**src/design/ghash_pkg.sv**
```systemverilog
package ghash_pkg;

  // field and block widths
  localparam int unsigned BLOCK_W     = 128;
  localparam int unsigned BLOCK_BYTES = 16;
  localparam int unsigned DIGIT_W     = 8;
  localparam int unsigned AAD_LEN_W   = 61;
  localparam int unsigned TEXT_LEN_W  = 36;
  localparam int unsigned COUNT_W     = 5;
  localparam int unsigned STEP_W      = 4;

  // function codes
  localparam logic [1:0] FUNC_AAD   = 2'd0;
  localparam logic [1:0] FUNC_TEXT  = 2'd1;
  localparam logic [1:0] FUNC_FINAL = 2'd2;

  // status codes
  localparam logic [1:0] STATUS_OK       = 2'd0;
  localparam logic [1:0] STATUS_AAD_LATE = 2'd1;
  localparam logic [1:0] STATUS_LIMIT    = 2'd2;

  // configuration register indexes
  localparam logic REG_KEY_HIGH = 1'b0;
  localparam logic REG_KEY_LOW  = 1'b1;

  // reduction constant, top byte of the 128-bit pattern
  localparam logic [DIGIT_W-1:0] RED_POLY = 8'hE1;

  // text limit in octets (2^39 - 256 bits)
  localparam logic [TEXT_LEN_W:0] TEXT_MAX_OCTETS = 37'h0F_FFFF_FFE0;

  // full residual block
  localparam logic [COUNT_W-1:0] FULL_COUNT = 5'd16;

  // multiplier controls
  typedef struct packed {
    logic start;
    logic clear;
  } mul_ctrl_t;

  // packer controls
  typedef struct packed {
    logic               clear;
    logic               shift;
    logic [DIGIT_W-1:0] din;
  } pack_ctrl_t;

  // multiply by x in the bit-reflected field
  function automatic logic [BLOCK_W-1:0] gf_mul_x(input logic [BLOCK_W-1:0] v);
    logic [BLOCK_W-1:0] r;
    r = v >> 1;
    if (v[0]) begin
      r[BLOCK_W-1 -: DIGIT_W] = r[BLOCK_W-1 -: DIGIT_W] ^ RED_POLY;
    end
    return r;
  endfunction

endpackage

```
**src/design/ghash_packer.sv**
```systemverilog
module ghash_packer
  import ghash_pkg::*;
(
  input  logic                clk,
  input  logic                rst,
  input  pack_ctrl_t          ctrl,
  output logic [BLOCK_W-1:0]  block,
  output logic [COUNT_W-1:0]  count,
  output logic                full
);

  logic [BLOCK_W-1:0] residual;

  // residual bytes shift in at the low end, first byte ends on top
  always_ff @(posedge clk) begin
    if (ctrl.shift) begin
      residual <= {residual[BLOCK_W-DIGIT_W-1:0], ctrl.din};
    end
  end

  // byte count
  always_ff @(posedge clk) begin
    if (rst || ctrl.clear) begin
      count <= '0;
    end else if (ctrl.shift) begin
      count <= count + COUNT_W'(1);
    end
  end

  assign block = residual;
  assign full  = (count == FULL_COUNT);

endmodule

```
**src/design/ghash_gf_mult.sv**
```systemverilog
module ghash_gf_mult
  import ghash_pkg::*;
(
  input  logic                clk,
  input  logic                rst,
  input  mul_ctrl_t           ctrl,
  input  logic [BLOCK_W-1:0]  block,
  input  logic [BLOCK_W-1:0]  key,
  output logic [BLOCK_W-1:0]  acc,
  output logic                done
);

  logic               busy;
  logic [STEP_W-1:0]  step;
  logic [BLOCK_W-1:0] z;
  logic [BLOCK_W-1:0] v;
  logic [BLOCK_W-1:0] hk;
  logic [BLOCK_W-1:0] z_next;
  logic [BLOCK_W-1:0] v_next;

  // one key digit per cycle, most significant bit first
  always_comb begin
    z_next = z;
    v_next = v;
    for (int j = 0; j < DIGIT_W; j++) begin
      if (hk[BLOCK_W-1-j]) begin
        z_next = z_next ^ v_next;
      end
      v_next = gf_mul_x(v_next);
    end
  end

  assign done = busy && (step == {STEP_W{1'b1}});

  // sequence control and accumulator
  always_ff @(posedge clk) begin
    if (rst) begin
      busy <= 1'b0;
      step <= '0;
      acc  <= '0;
    end else if (ctrl.clear) begin
      busy <= 1'b0;
      step <= '0;
      acc  <= '0;
    end else if (ctrl.start) begin
      busy <= 1'b1;
      step <= '0;
    end else if (busy) begin
      step <= step + STEP_W'(1);
      if (done) begin
        busy <= 1'b0;
        acc  <= z_next;
      end
    end
  end

  // working registers
  always_ff @(posedge clk) begin
    if (ctrl.start) begin
      z  <= '0;
      v  <= acc ^ block;
      hk <= key;
    end else if (busy) begin
      z  <= z_next;
      v  <= v_next;
      hk <= hk << DIGIT_W;
    end
  end

endmodule

```
**src/design/ghash_authenticator_unit.sv**
```systemverilog
// operation: an item's bytes shift through the packer one by one, and each block that they complete
// is multiplied into the accumulator before the item goes on
// finalize pads a partial block to full and then multiplies in the lengths block; the first text item of a
// message first pads a partial aad block the same way; a stalled result holds the unit
// items are taken one at a time, the pace set by the byte-wide packer and the 8-bit-per-cycle
// gf(2^128) multiplier; reset: synchronous rst clears the key, the accumulator, the lengths and the output valid
module ghash_authenticator_unit
  import ghash_pkg::*;
(
  input  logic         clk,
  input  logic         rst,
  // configuration
  input  logic         cfg_write,
  input  logic         cfg_index,
  input  logic [63:0]  cfg_data,
  // input channel
  input  logic         in_valid,
  output logic         in_stall,
  input  logic [1:0]   func,
  input  logic [63:0]  data_high,
  input  logic [63:0]  data_low,
  input  logic [4:0]   byte_count,
  // output channel
  output logic         out_valid,
  input  logic         out_stall,
  output logic [1:0]   status,
  output logic         tag_valid,
  output logic [63:0]  tag_high,
  output logic [63:0]  tag_low
);

  typedef enum logic [2:0] {
    S_IDLE,
    S_DISPATCH,
    S_FLUSH,
    S_BYTES,
    S_MULT,
    S_LENS,
    S_DONE
  } state_t;

  state_t               state;
  logic [63:0]          key_high;
  logic [63:0]          key_low;
  logic [AAD_LEN_W-1:0] aad_octets;
  logic [TEXT_LEN_W-1:0] text_octets;
  logic                 aad_done;
  logic                 flush_pending;
  logic                 lens_pending;
  logic                 final_pending;
  logic [COUNT_W-1:0]   bytes_left;
  logic [BLOCK_W-1:0]   data_sr;
  logic [1:0]           status_hold;

  logic                 in_xfer;
  logic                 out_free;
  logic [COUNT_W-1:0]   n;
  logic [AAD_LEN_W:0]   aad_sum;
  logic [TEXT_LEN_W:0]  text_sum;
  logic                 aad_ovf;
  logic                 text_ovf;
  logic [BLOCK_W-1:0]   lens_block;
  logic [BLOCK_W-1:0]   mul_block;
  logic [BLOCK_W-1:0]   acc;
  logic                 mul_done;
  mul_ctrl_t            mul_ctrl;
  pack_ctrl_t           pack_ctrl;
  logic [BLOCK_W-1:0]   pack_block;
  logic [COUNT_W-1:0]   pack_count;
  logic                 pack_full;

  assign in_stall = (state != S_IDLE);
  assign in_xfer  = in_valid && !in_stall;
  assign out_free = !out_valid || !out_stall;

  // byte count saturates at a full block
  assign n = (byte_count > FULL_COUNT) ? FULL_COUNT : byte_count;

  // length limit checks
  assign aad_sum  = {1'b0, aad_octets} + (AAD_LEN_W+1)'(n);
  assign aad_ovf  = aad_sum[AAD_LEN_W];
  assign text_sum = {1'b0, text_octets} + (TEXT_LEN_W+1)'(n);
  assign text_ovf = (text_sum > TEXT_MAX_OCTETS);

  // bit lengths block
  assign lens_block = {aad_octets, 3'b000, 25'd0, text_octets, 3'b000};
  assign mul_block  = (state == S_LENS) ? lens_block : pack_block;

  // key registers
  always_ff @(posedge clk) begin
    if (rst) begin
      key_high <= '0;
      key_low  <= '0;
    end else if (cfg_write) begin
      case (cfg_index)
        REG_KEY_HIGH: key_high <= cfg_data;
        REG_KEY_LOW:  key_low  <= cfg_data;
        default:      key_high <= key_high;
      endcase
    end
  end

  // unit controls
  always_comb begin
    mul_ctrl       = '0;
    pack_ctrl      = '0;
    pack_ctrl.din  = data_sr[BLOCK_W-1 -: DIGIT_W];
    case (state)
      S_FLUSH: begin
        pack_ctrl.din = '0;
        if (pack_full) begin
          mul_ctrl.start  = 1'b1;
          pack_ctrl.clear = 1'b1;
        end else begin
          pack_ctrl.shift = 1'b1;
        end
      end
      S_BYTES: begin
        if (pack_full) begin
          mul_ctrl.start  = 1'b1;
          pack_ctrl.clear = 1'b1;
        end else if (bytes_left != '0) begin
          pack_ctrl.shift = 1'b1;
        end
      end
      S_LENS: begin
        mul_ctrl.start = 1'b1;
      end
      S_DONE: begin
        if (out_free && final_pending) begin
          mul_ctrl.clear  = 1'b1;
          pack_ctrl.clear = 1'b1;
        end
      end
      default: begin
        mul_ctrl.start = 1'b0;
      end
    endcase
  end

  // sequencer and result register
  always_ff @(posedge clk) begin
    if (rst) begin
      state         <= S_IDLE;
      aad_octets    <= '0;
      text_octets   <= '0;
      aad_done      <= 1'b0;
      flush_pending <= 1'b0;
      lens_pending  <= 1'b0;
      final_pending <= 1'b0;
      bytes_left    <= '0;
      out_valid     <= 1'b0;
    end else begin
      // result transfer frees the register unless a new result loads it
      if (out_valid && !out_stall && state != S_DONE) begin
        out_valid <= 1'b0;
      end
      case (state)
        S_IDLE: begin
          if (in_xfer) begin
            data_sr       <= {data_high, data_low};
            lens_pending  <= (func == FUNC_FINAL);
            final_pending <= (func == FUNC_FINAL);
            state         <= S_DISPATCH;
            case (func)
              FUNC_AAD: begin
                flush_pending <= 1'b0;
                if (aad_done) begin
                  status_hold <= STATUS_AAD_LATE;
                  bytes_left  <= '0;
                end else if (aad_ovf) begin
                  status_hold <= STATUS_LIMIT;
                  bytes_left  <= '0;
                end else begin
                  status_hold <= STATUS_OK;
                  bytes_left  <= n;
                  aad_octets  <= aad_sum[AAD_LEN_W-1:0];
                end
              end
              FUNC_TEXT: begin
                // first text item closes the aad part
                flush_pending <= !aad_done;
                aad_done      <= 1'b1;
                if (text_ovf) begin
                  status_hold <= STATUS_LIMIT;
                  bytes_left  <= '0;
                end else begin
                  status_hold <= STATUS_OK;
                  bytes_left  <= n;
                  text_octets <= text_sum[TEXT_LEN_W-1:0];
                end
              end
              FUNC_FINAL: begin
                flush_pending <= 1'b1;
                status_hold   <= STATUS_OK;
                bytes_left    <= '0;
              end
              default: begin
                flush_pending <= 1'b0;
                status_hold   <= STATUS_OK;
                bytes_left    <= '0;
              end
            endcase
          end
        end
        S_DISPATCH: begin
          if (flush_pending) begin
            flush_pending <= 1'b0;
            if (pack_count != '0) begin
              state <= S_FLUSH;
            end
          end else if (bytes_left != '0) begin
            state <= S_BYTES;
          end else if (lens_pending) begin
            state <= S_LENS;
          end else begin
            state <= S_DONE;
          end
        end
        S_FLUSH: begin
          if (pack_full) begin
            state <= S_MULT;
          end
        end
        S_BYTES: begin
          if (pack_full) begin
            state <= S_MULT;
          end else if (bytes_left != '0) begin
            data_sr    <= data_sr << DIGIT_W;
            bytes_left <= bytes_left - COUNT_W'(1);
          end else begin
            state <= S_DISPATCH;
          end
        end
        S_MULT: begin
          if (mul_done) begin
            state <= S_DISPATCH;
          end
        end
        S_LENS: begin
          lens_pending <= 1'b0;
          state        <= S_MULT;
        end
        S_DONE: begin
          if (out_free) begin
            out_valid <= 1'b1;
            status    <= status_hold;
            tag_valid <= final_pending;
            tag_high  <= final_pending ? acc[BLOCK_W-1 -: 64] : 64'd0;
            tag_low   <= final_pending ? acc[63:0] : 64'd0;
            if (final_pending) begin
              aad_octets    <= '0;
              text_octets   <= '0;
              aad_done      <= 1'b0;
              final_pending <= 1'b0;
            end
            state <= S_IDLE;
          end
        end
        default: begin
          state <= S_IDLE;
        end
      endcase
    end
  end

  ghash_packer u_packer (
    .clk   (clk),
    .rst   (rst),
    .ctrl  (pack_ctrl),
    .block (pack_block),
    .count (pack_count),
    .full  (pack_full)
  );

  ghash_gf_mult u_mult (
    .clk   (clk),
    .rst   (rst),
    .ctrl  (mul_ctrl),
    .block (mul_block),
    .key   ({key_high, key_low}),
    .acc   (acc),
    .done  (mul_done)
  );

endmodule
```
**config.mk**
```make
export PLATFORM = sky130hd
export DESIGN_NAME = ghash_authenticator_unit
export DESIGN_NICKNAME = d
export VERILOG_FILES = /design/src/design/ghash_pkg.sv /design/src/design/ghash_packer.sv /design/src/design/ghash_gf_mult.sv /design/src/design/ghash_authenticator_unit.sv
export SDC_FILE = /design/constraint.sdc
export NUM_CORES = 2
export LEC_CHECK = 0
export ABC_AREA = 1
export ABC_CLOCK_PERIOD_IN_PS = 9700
export BUFFER_PORTS_ARGS = -buffer_cell sky130_fd_sc_hd__buf_2
export CORE_ASPECT_RATIO = 2
export CORE_MARGIN = 3
export CORE_UTILIZATION = 62
export DETAILED_ROUTE_END_ITERATION = 8
export HOLD_SLACK_MARGIN = 0.15
export PLACE_DENSITY = 0.81
export SETUP_SLACK_MARGIN = 0.2
export SLEW_MARGIN = 20
export SYNTH_ARGS = -nofsm -noshare
export SYNTH_HDL_FRONTEND = slang
export SYNTH_SLANG_ARGS = --single-unit
```
**constraint.sdc**
```tcl
create_clock -name clk -period 9.7 [get_ports clk]
set_input_delay 1.455 -clock clk [delete_from_list [all_inputs] [get_ports clk]]
set_output_delay 1.455 -clock clk [all_outputs]
set_load 0.005 [all_outputs]
```
==> results.rst <==
.. list-table::
   :header-rows: 1

   * - Metric
     - Value
   * - First-pass GRT wire length
     - 278000 µm
   * - Cell area after synthesis
     - 0.0631 mm²
   * - Final critical-path required period
     - 6.19 ns
   * - Power per Cell Area
     - 251 mW/mm²
   * - Largest family of logic cells by synthesized area
     - simple AND/OR/NAND/NOR gates
   * - Post-route DRC
     - 0
   * - Number of I/O pins
     - 338
   * - Logic pwr share
     - 35.9%
   * - Switch Pwr
     - 6490 µW
   * - Share of the synthesized area in compound gates (AO/OA/AOI/OAI)
     - 7.24%
   * - Worst Path Class, Setup
     - in -> reg
   * - CTS tree
     - yes
   * - F_max
     - 0.162 GHz
   * - First drt pass iteration count
     - 7
   * - Timing startpoint of the critical path
     - byte_count[4]
   * - Switch share
     - 37.9%
   * - GP Congestion
     - 0.965
   * - H-tree levels
     - 3
   * - Final Setup Violations
     - 0
   * - Post-CTS setup buffers
     - 0
   * - Die Area
     - 0.106 mm²
   * - Post-Synth Simple-Gate Area
     - 21.9%
   * - Nets
     - 7999
   * - Starting utilization of the core area
     - 62.9%
   * - Worst hold path class
     - reg -> reg
   * - Leak
     - 0.0295 µW
   * - Most common library cell in the layout ignoring fill and taps
     - nand2_1
   * - Largest delay contributor family on the critical path
     - buffers and inverters
   * - Latest clock arrival within the worst-skew pair
     - 0.74 ns
   * - Buf+Inv Stages, Crit Path
     - 6
   * - Worst slack on hold paths
     - 0.447 ns
   * - Number of global-route vias before repair
     - 51700
   * - Critical Path Source Type
     - input port
   * - Largest fanout on the critical path
     - 95
   * - Part of the total power dissipated in the clock network
     - 24.4%
   * - Mean post-synth cell area
     - 8.11 µm²
   * - Clock Skew
     - 0.0252 ns
   * - Setup TNS Final
     - 0 ns
   * - Total of hold buffers inserted after clock tree synthesis
     - 0
   * - Flop2flop setup slack
     - 4.63 ns
   * - Fraction of the mapped netlist area in adder cells
     - 0.401%
   * - Count of instances resized after the clock tree is built
     - 0
   * - Cell depth of the worst setup path
     - 20
   * - # port buffers
     - 337
   * - Post-detailed-route wirelength per cell
     - 19.4 µm
   * - Post-detail-place hpwl
     - 119000 µm
   * - Number of standard-cell rows in the floorplan
     - 164
   * - Antenna violations before repair
     - 18
   * - Standard cell with the maximum stage delay on the critical path
     - clkinv_4
   * - Unrepaired setup endpoints after global routing
     - false
   * - Clock Sink Count
     - 1149
   * - Capture point of the worst reg-to-reg path
     - u_mult.acc[59]
   * - Portion of the clock cycle consumed by the worst path in the final layout
     - 63.8%
   * - Vertical extent of the die
     - 457 µm
   * - CTS Root Buffer Type
     - clkbuf_16
   * - Dominant register cell in the synthesized netlist
     - edfxtp_1
   * - Total of flip-flops plus latches after synthesis
     - 1149
   * - Placed insts
     - 9001
   * - Fraction of final layout cells sized beyond drive strength 1
     - 9.73%
   * - Fraction of synthesized cell area in xor and xnor cells
     - 16.5%
   * - Area of the core
     - 0.100 mm²
   * - Number of warning messages in the yosys log
     - 0
   * - Area added between synthesis and finish
     - 8.32%
   * - Count of cells along the worst register-to-register path
     - 16
   * - Clk buf depth
     - 3
   * - Arrival time worst endpoint
     - 6.86 ns
   * - EDFF count, synth
     - 645
   * - Final hold viol count
     - 0
   * - Destination of the critical timing path
     - u_mult.acc[59]
   * - Post-synthesis instance total
     - 7776
   * - Cts bufs inserted
     - 99
   * - Horizontal die dimension
     - 232 µm
   * - Sequential cell fraction of total power
     - 39.8%
   * - Number of nets with antenna violations after detailed routing
     - 0
   * - Slew at the pin with the worst max-slew slack
     - 1.10 ns
   * - Final Slew Violations
     - 0
   * - Cell-internal power
     - 10600 µW
   * - Share of synthesized area spent on multiplexers
     - 0.317%
   * - Clock edge transition at the registers on the reported setup and hold paths
     - 0.07 ns
   * - Most frequent cells in the layout
     - 2707 x nand2_1, 680 x xor2_1, 645 x edfxtp_1, 534 x inv_1, 508 x xnor2_1
   * - Number of design-rule violations left by the first detailed-router iteration
     - 4815
   * - Syn nets
     - 8000
   * - Sequential share of the synthesized area
     - 46.7%
   * - Routed vias/inst
     - 5.68
   * - Series of cell instances along the critical path
     - buf_2, a21boi_0, nor2_1, ha_1, nand3_1, nand2_2, a21oi_1, nor3_2, nand3_2, nor2_2, nand2_1, nand2_1, buf_4, inv_2, nand2_2, nand2_4, clkinv_4, buf_4, o211ai_2, inv_2
   * - Crit path required time
     - 10.37 ns
   * - Routed Wire Length
     - 179000 µm
   * - Via total after detailed routing
     - 52200
   * - Max rail drop VDD
     - 0.000199 V
   * - Asr flop ratio synth
     - 0%
   * - GRT Resource Usage Total
     - 33.2%
   * - Non-Filler Instances
     - 9200
   * - Launch instance of the worst register-to-register path
     - aad_octets[40]
   * - Count of unique library cells instantiated by Yosys
     - 54
   * - Slowest cell delay on critical path
     - 0.73 ns
   * - Pin count of the biggest net entering global routing
     - 197
   * - Global route overflow
     - 0
   * - Critical path capture point type
     - register
   * - Number of max-capacitance violations reported
     - 0
   * - Status
     - completed
   * - Max-slew headroom
     - 26.6%
[how the worst min path moves through the flow]
stage,start,to,slack (ns),cells after the start
3_3_place_gp,u_packer.block[20],u_packer.block[28],0.42,0
6_report,u_packer.block[50],u_packer.block[58],0.45,0
5_1_grt,u_packer.block[10],u_packer.block[18],0.46,0
2_1_floorplan,status_hold[0],status[0],0.40,0
3_5_place_dp,status_hold[0],status[0],0.43,0
4_1_cts,u_packer.block[76],u_packer.block[84],0.44,0
[area by class of cell]
class / instances / area, µm²
Fill cell: 7978 / 32000
Sequential cell: 1149 / 29500
Multi-Input combinational cell: 5513 / 29300
Clock buffer: 131 / 2750
Inverter: 623 / 2360
Timing Repair Buffer: 389 / 2150
Tap cell: 1328 / 1660
Clock inverter: 57 / 617
Antenna cell: 10 / 25.0
[layer usage]
layer  share of wire [%]  GRT usage [%]  vias up
met5               0.047              0        -
met4                 7.5           22.2       14
met3                 7.3           6.14      740
met2                  51           59.2     2527
met1                  34           35.4    24600
li1                    -              -    24300
[per-stage QoR]
| step | total power (µW) | cell area, µm² | utilization, % | setup slack, ns |
|---|---|---|---|---|
| floorplan | 11600 | 63100 | - | 0.871 |
| global placement | 12700 | 64900 | 64.7 | 3.12 |
| detailed placement | 12900 | 64900 | 64.7 | 2.84 |
| CTS | 17100 | 68300 | 68.0 | 3.58 |
| global route | 18000 | 68300 | 68.1 | 3.16 |
| finish | 17100 | 68300 | 68.1 | 3.51 |
[cell usage after synthesis, types with 10 or more instances]
library cell,count,share of area (%)
ha_1,17,0.34
o211ai_1,51,0.61
xor2_1,680,9.4
or2_2,10,0.099
nor3_1,65,0.52
mux2i_1,20,0.32
buf_1,29,0.17
xnor2_1,508,7.1
nand2_1,2708,16
o211ai_2,69,1.4
nor4_1,15,0.15
buf_2,29,0.23
o21ai_0,507,4.0
nor2_2,10,0.099
dfxtp_1,504,16
inv_2,80,0.48
edfxtp_1,645,31
nand3_1,130,1.0
inv_1,537,3.2
clkbuf_1,414,2.5
nand4_1,37,0.37
nor2_1,496,3.0
nand2_2,12,0.12
a21oi_1,122,0.97
[sequential cells by signal, indices dropped and copies added (netlist names), 2 cells and up]
| register | flops |
|---|---|
| status_hold | 2 |
| u_mult.v | 128 |
| key_high | 64 |
| bytes_left | 5 |
| data_sr | 128 |
| text_octets | 36 |
| tag_high | 64 |
| status | 2 |
| u_packer.block | 128 |
| u_mult.step | 4 |
| tag_low | 64 |
| key_low | 64 |
| u_mult.hk | 128 |
| u_mult.z | 128 |
| aad_octets | 61 |
| u_packer.count | 5 |
| state | 3 |
| u_mult.acc | 128 |
[kinds of logic after synthesis]
group | after synthesis
xor+xnor | 1188
buf+inv | 1114
simple gates | 3512
fa+ha+maj | 19
compound gates | 774
mux | 20
flops | 1149
[power groups by stage]
stage | sequential (µW) | clock (µW) | combinational [µW]
2_1_floorplan | 6600 | 0 | 4990
3_3_place_gp | 6860 | 0 | 5850
3_5_place_dp | 6880 | 0 | 6040
4_1_cts | 6780 | 4210 | 6100
5_1_grt | 6860 | 4380 | 6790
6_report | 6810 | 4170 | 6140
(Power assumes the default switching activity.)
